[config.mk]
export PLATFORM = sky130hd
export DESIGN_NAME = rcc_rem
export DESIGN_NICKNAME = d
export VERILOG_FILES = /design/src/rcc_rem.sv
export SDC_FILE = /design/constraint.sdc
export NUM_CORES = 1
export LEC_CHECK = 0
export CORE_MARGIN = 2
export CORE_UTILIZATION = 40
export DETAILED_ROUTE_END_ITERATION = 6
export DONT_BUFFER_PORTS = 1
export GPL_ROUTABILITY_DRIVEN = 0
export PLACE_DENSITY_LB_ADDON = 0.1
export SYNTH_ARGS = -nofsm -noshare
export SYNTH_HDL_FRONTEND = slang
export SYNTH_SLANG_ARGS = --single-unit
[constraint.sdc]
create_clock -name i_clk -period 4.5 [get_ports i_clk]
set_input_delay 0.225 -clock i_clk [delete_from_list [all_inputs] [get_ports i_clk]]
set_output_delay 0.225 -clock i_clk [all_outputs]
set_load 0.01 [all_outputs]
[src/rcc_rem.sv]
`timescale 1ns / 1ps
// ----------------------------------------------------------------------------
// rcc_rem
// Restoring remainder unit: 64-bit dividend, one quotient bit per cycle.
// ----------------------------------------------------------------------------
module rcc_rem #(
    parameter int DIVW = 17
) (
    input  logic            i_clk,
    input  logic            i_rst_n,
    input  logic            i_start,
    input  logic [63:0]     i_dividend,
    input  logic [DIVW-1:0] i_divisor,
    output logic            o_done,
    output logic [DIVW-1:0] o_rem
);

    logic            r_busy;
    logic            r_done;
    logic [5:0]      r_cnt;
    logic [63:0]     r_dvd;
    logic [DIVW-1:0] r_div;
    logic [DIVW-1:0] r_rem;
    logic [DIVW:0]   trial;
    logic [DIVW-1:0] n_rem;

    always_comb begin
        trial = {r_rem, r_dvd[63]};
        if (trial >= {1'b0, r_div}) begin
            n_rem = DIVW'(trial - {1'b0, r_div});
        end else begin
            n_rem = trial[DIVW-1:0];
        end
    end

    always_ff @(posedge i_clk) begin
        if (!i_rst_n) begin
            r_busy <= 1'b0;
            r_done <= 1'b0;
            r_cnt  <= '0;
        end else begin
            r_done <= 1'b0;
            if (i_start) begin
                r_busy <= 1'b1;
                r_cnt  <= '0;
            end else if (r_busy) begin
                r_cnt <= r_cnt + 6'd1;
                if (r_cnt == 6'd63) begin
                    r_busy <= 1'b0;
                    r_done <= 1'b1;
                end
            end
        end
    end

    always_ff @(posedge i_clk) begin
        if (i_start) begin
            r_dvd <= i_dividend;
            r_div <= i_divisor;
            r_rem <= '0;
        end else if (r_busy) begin
            r_dvd <= {r_dvd[62:0], 1'b0};
            r_rem <= n_rem;
        end
    end

    assign o_done = r_done;
    assign o_rem  = r_rem;

endmodule

After elaboration in Yosys (flattened, before gate mapping)
Index checks and enable logic that the tools add are counted. Widths: inputs -> output; s select.

Reduce and logical (&&, ||, !) cells: 3. Add/subtract/negate cells: 2. Bitwise operators: 2. Equal/unequal tests: 1. Order comparisons: 1. Muxes and demuxes: 7.

Operators by type and width (count): $mux 64 (2); $ge 18x17->1 (1); $mux 17 (1); $sub 17x17->17 (1); $add 6x1->6 const B (1); $eq 6x6->1 const B (1); $mux 1 (4); $reduce_or 3->1 (1); $not 1->1 (2); $reduce_bool 2->1 (1); $reduce_or 2->1 (1).

Bits of input ports: 84. Flip-flop bits (word level): 106. Output and inout port bits: 18. Word-level logic and storage cells: 22.

Depth between registers and ports, before layout
Depth in word-level cells: 4. Mapped depth: 13. Mapped depth without buffers: 11.

Worst setup path before layout
Ideal clock, no wire load.

Path kind: register to register. From: reg r_dvd[63]. To: reg r_rem[12], in the netlist o_rem[12]. Data required time: 4.377 ns. Slack: 2.021 ns. Period minus slack after synthesis: 2.479 ns. Path buffers: 2. Setup time: 0.123 ns. Stages on the path, launching flop included: 13. Arrival: 2.356 ns. Cells stage by stage: edfxtp_1 -> inv_1 -> ha_1 -> inv_1 -> fa_1 -> a21o_2 -> a221oi_4 -> o221ai_2 -> a21oi_2 -> buf_6 -> buf_6 -> mux2i_1 -> o21ai_1.

Longest elaborated chain between the ends: 2. Elaborated cells on any way between the ends: 3. Classes of those cells: add/sub: 1; order compare: 1; mux: 1.

Ends and longest elaborated chain: start, declared (line 21) `logic [63:0] r_dvd;`; start signal, assigned (line 58) `r_dvd <= i_dividend;`; start signal, assigned (line 62) `r_dvd <= {r_dvd[62:0], 1'b0};`; $sub 17x17->17 or $ge 18x17->1 (tied branches) (line 30, 29); $mux 17 * (line 29) `if (trial >= {1'b0, r_div}) begin`; end signal, assigned (line 63) `r_rem <= n_rem;`; end, declared (line 23) `logic [DIVW-1:0] r_rem;`.

Every way passes the cells marked *; elsewhere a longest branch is shown, timed or not. A chain may end at the register's enable or synchronous reset.

Worst setup path after layout
From: reg r_dvd[63]. To: reg r_rem[5], in the netlist o_rem[5].

Same word-level chain as after synthesis.

==> flow_summary.toml <==
[sta]
min_period_ns = 3.16
hold_violations = 0
setup_viol = 0
setup_tns_ns = 0
fin_skew_ns = 0.0121
fmax_mhz = 317
drv_slew = 0
rsz0062_at_grt = "false"
slew-limit-headroom = 0.456
whs_ns = 0.0121
tightest_slew_ns = 0.813
post-route-period-util = 0.702

[drt]
drt_wl_total_mm = 10.2
drt-initial-drc-count = 114
drc = 0
ant_nets = 0
wire_per_inst_um = 17.2
drt-vias-per-instance = 5.23
num_vias = 3106
drtPass1Iterations = 4

[logic_synthesis]
synth-seq-area-share = 0.567
synth_fp_nets = 505
syn_inst = 402
synthAdderAreaFrac = 0.0474
synth.area.mux_share = 0.147
synth-simple-area-share = 0.0771
synth_top_family_by_area = "multiplexers"
synth-warning-count = 0
synth-async-reset-ratio = 0
avgSynthCellArea_um2 = 12.9
yosys.area_share.xor_xnor = 0.0254
synthDistinctLibCells = 50
synth_edf_count = 81
ys_seq_elements = 106
synth_flop_cell = "edfxtp_1"
synth_compound_area_frac = 0.103
synth_area_um2 = 5170

[power_and_ir_drop]
ir_drop_mv = 0.309
p_total_uw = 2320
power_leakage_uw = 0.00218
cellPowerDensity_nw_per_um2 = 398

[grt]
first_global_vias = 3294
grt_max_degree = 71
gr-usage-all-layers = 0.151
antenna_found_initial = 1
grt-ovfl-total = 0
grt_first_pass_wirelength_mm = 16.5

[outcome]
outcome = "complete, no violations"

[placed_design]
dp_hpwl_mm = 6.68
numPortBuffers = 0
dp.cells = 561

[critical_path]
start_kind = "flop"
critical_path_required_ns = 4.75
slowest_stage = "a21oi_2"
cp_top_family = "compound AO/OA/AOI/OAI gates"
cp_cell_sequence = "inv_1 -> ha_1 -> inv_1 -> fa_1 -> a21o_2 -> a221oi_4 -> o221ai_2 -> a21oi_2 -> buf_4 -> a21oi_1 -> a211oi_1"
path_buf_inv = 3
crit_type = "reg2reg"
crit_path_frequent_cell = "inv_1"
crit_arrival_ns = 3.41
slowest_delay_ns = 0.54
endpoint_kind = "flop"
worstPathMaxFanout = 17

[clocking]
post_cts_buffers = 0
cts.clk_slew.worst_paths_ns = 0.07
cts_sinks = 106
clk_latency_ns = 0.35
cts_tree = "built"
cts_resized = 0
cts_root_buffer = "clkbuf_16"
clk_path_buf_depth = 2
cts_buffers = 9
htree_levels = 3

[final_layout]
fin_util = 0.462
finalNetCount = 521
syn_to_final_growth_pct = 12.6
fin_cells = 594
insertedDiodeCount = 0
layout-drive-gt1-share = 0.213

[min_path]
hold_class = "in2reg"

[floorplan]
num_io_pins = 102
coreArea_um2 = 12600
initial_core_util = 0.410
die_area_um2 = 13900
die_x_um = 118
rows = 41
die_h_um = 118

[run]
drv_cap = 0
[metrics by stage]
stage / setup WS (ns) / cell area [um^2]
final: 1.34 / 5830
after global routing: 1.12 / 5830
after CTS: 1.36 / 5830
after detailed placement: 1.38 / 5320
after global placement: 1.47 / 5320
after floorplan: 2.02 / 5170
[layout by cell type, fill, tap and decap left out, types with 2 or more instances in the layout]
master,netlist,layout
o21ai_1,2,2
edfxtp_1,81,81
a31oi_1,4,4
inv_1,22,21
o31ai_1,3,3
o221ai_1,2,2
clkbuf_16,0,9
a21o_1,5,5
nand2b_1,9,9
a211oi_1,8,8
mux2_2,63,63
nand4_1,4,4
a21oi_1,19,19
o21ai_0,9,9
a32oi_1,3,3
inv_6,0,2
dfxtp_1,25,25
nor4_1,2,2
nor2_1,27,27
ha_1,18,18
nand3_1,5,5
xor2_1,9,9
bufinv_16,0,2
nand2_1,18,18
o21a_1,3,3
mux2i_1,5,5
nor2b_1,4,4
xnor2_1,6,6
buf_4,4,3
and3_1,2,2
dlygate4sd3_1,0,17
nor3_1,9,9
[layout make-up]
| type | count | area, um^2 |
|---|---|---|
| fill | 1185 | 6790 |
| clock buffer | 10 | 229 |
| tap | 172 | 215 |
| clock inverter | 5 | 86.3 |
| timing repair buffer | 21 | 213 |
| sequential | 106 | 2930 |
| inverter | 22 | 82.6 |
| multi-input combinational | 258 | 2070 |
[worst reg2reg max path, stage by stage, from the launching register on]
cell	delay [ns]
edfxtp_1	0.40
inv_1	0.07
ha_1	0.15
inv_1	0.05
fa_1	0.39
a21o_2	0.26
a221oi_4	0.34
o221ai_2	0.15
a21oi_2	0.54
buf_4	0.35
a21oi_1	0.11
a211oi_1	0.26
[state kept, by name, summed over array words and instances (netlist names)]
signal / cells
o_rem: 17
r_busy: 1
r_cnt: 6
r_div: 17
o_done: 1
r_dvd: 64
[Yosys cell counts (all sizes together), types with 2 or more instances]
cell type	count	area, um^2
mux2	63	709
o31ai	4	35.0
nor4	2	12.5
inv	22	82.6
nor3	9	45.0
clkbuf	9	33.8
edfxtp	81	2430
nand2	18	67.6
o21ai	11	55.1
buf	7	57.6
a21o	7	61.3
nand4	4	25.0
and3	2	12.5
mux2i	5	50.1
o21a	3	22.5
dfxtp	25	500
a31oi	4	25.0
nand2b	9	56.3
nor2b	4	25.0
nor2	27	101
a21oi	20	104
nand3	5	25.0
a32oi	3	26.3
xor2	9	78.8
o221ai	3	32.5
xnor2	6	52.6
ha	18	225
a211oi	9	80.1
[timing repair]
item	in CTS	in global routing
endpoints found under the hold margin	44	0
setup endpoints to repair	0	0
hold buffers	18	0
[power by group]
group,total (uW),leakage (uW),switching [uW],internal (uW)
Sequential,1190,0.00101,36.0,1150
Combinational,279,0.00101,144,135
Clock,851,0.000154,361,490
[cell families (layout without fill, tap and decap cells)]
group                    Yosys count  in the layout
AND/OR/NAND/NOR                   84             84
multiplexers                      68             68
buffers and inverters             38             58
flip-flops                       106            106
adder cells (fa/ha/maj)           19             19
AO/OA/AOI/OAI                     72             72
XOR/XNOR                          15             15
[final timing paths]
path | from | to | slack [ns] | cells past startpoint
setup / recovery | r_dvd[63] | o_rem[5] | 1.34 | 11
setup reg to reg | r_dvd[63] | o_rem[5] | 1.34 | 11
hold reg to reg | r_cnt[5] | o_done | 0.50 | 2
hold / removal | i_rst_n | r_busy | 0.01 | 1
[per-layer routing]
metal	wire, um	GRT usage	share of wire
met2	4750	0.241	0.47
met1	4480	0.177	0.44
met5	0	0	0
met3	830	0.0790	0.081
met4	138	0.0444	0.014
(Power assumes the default switching activity.)
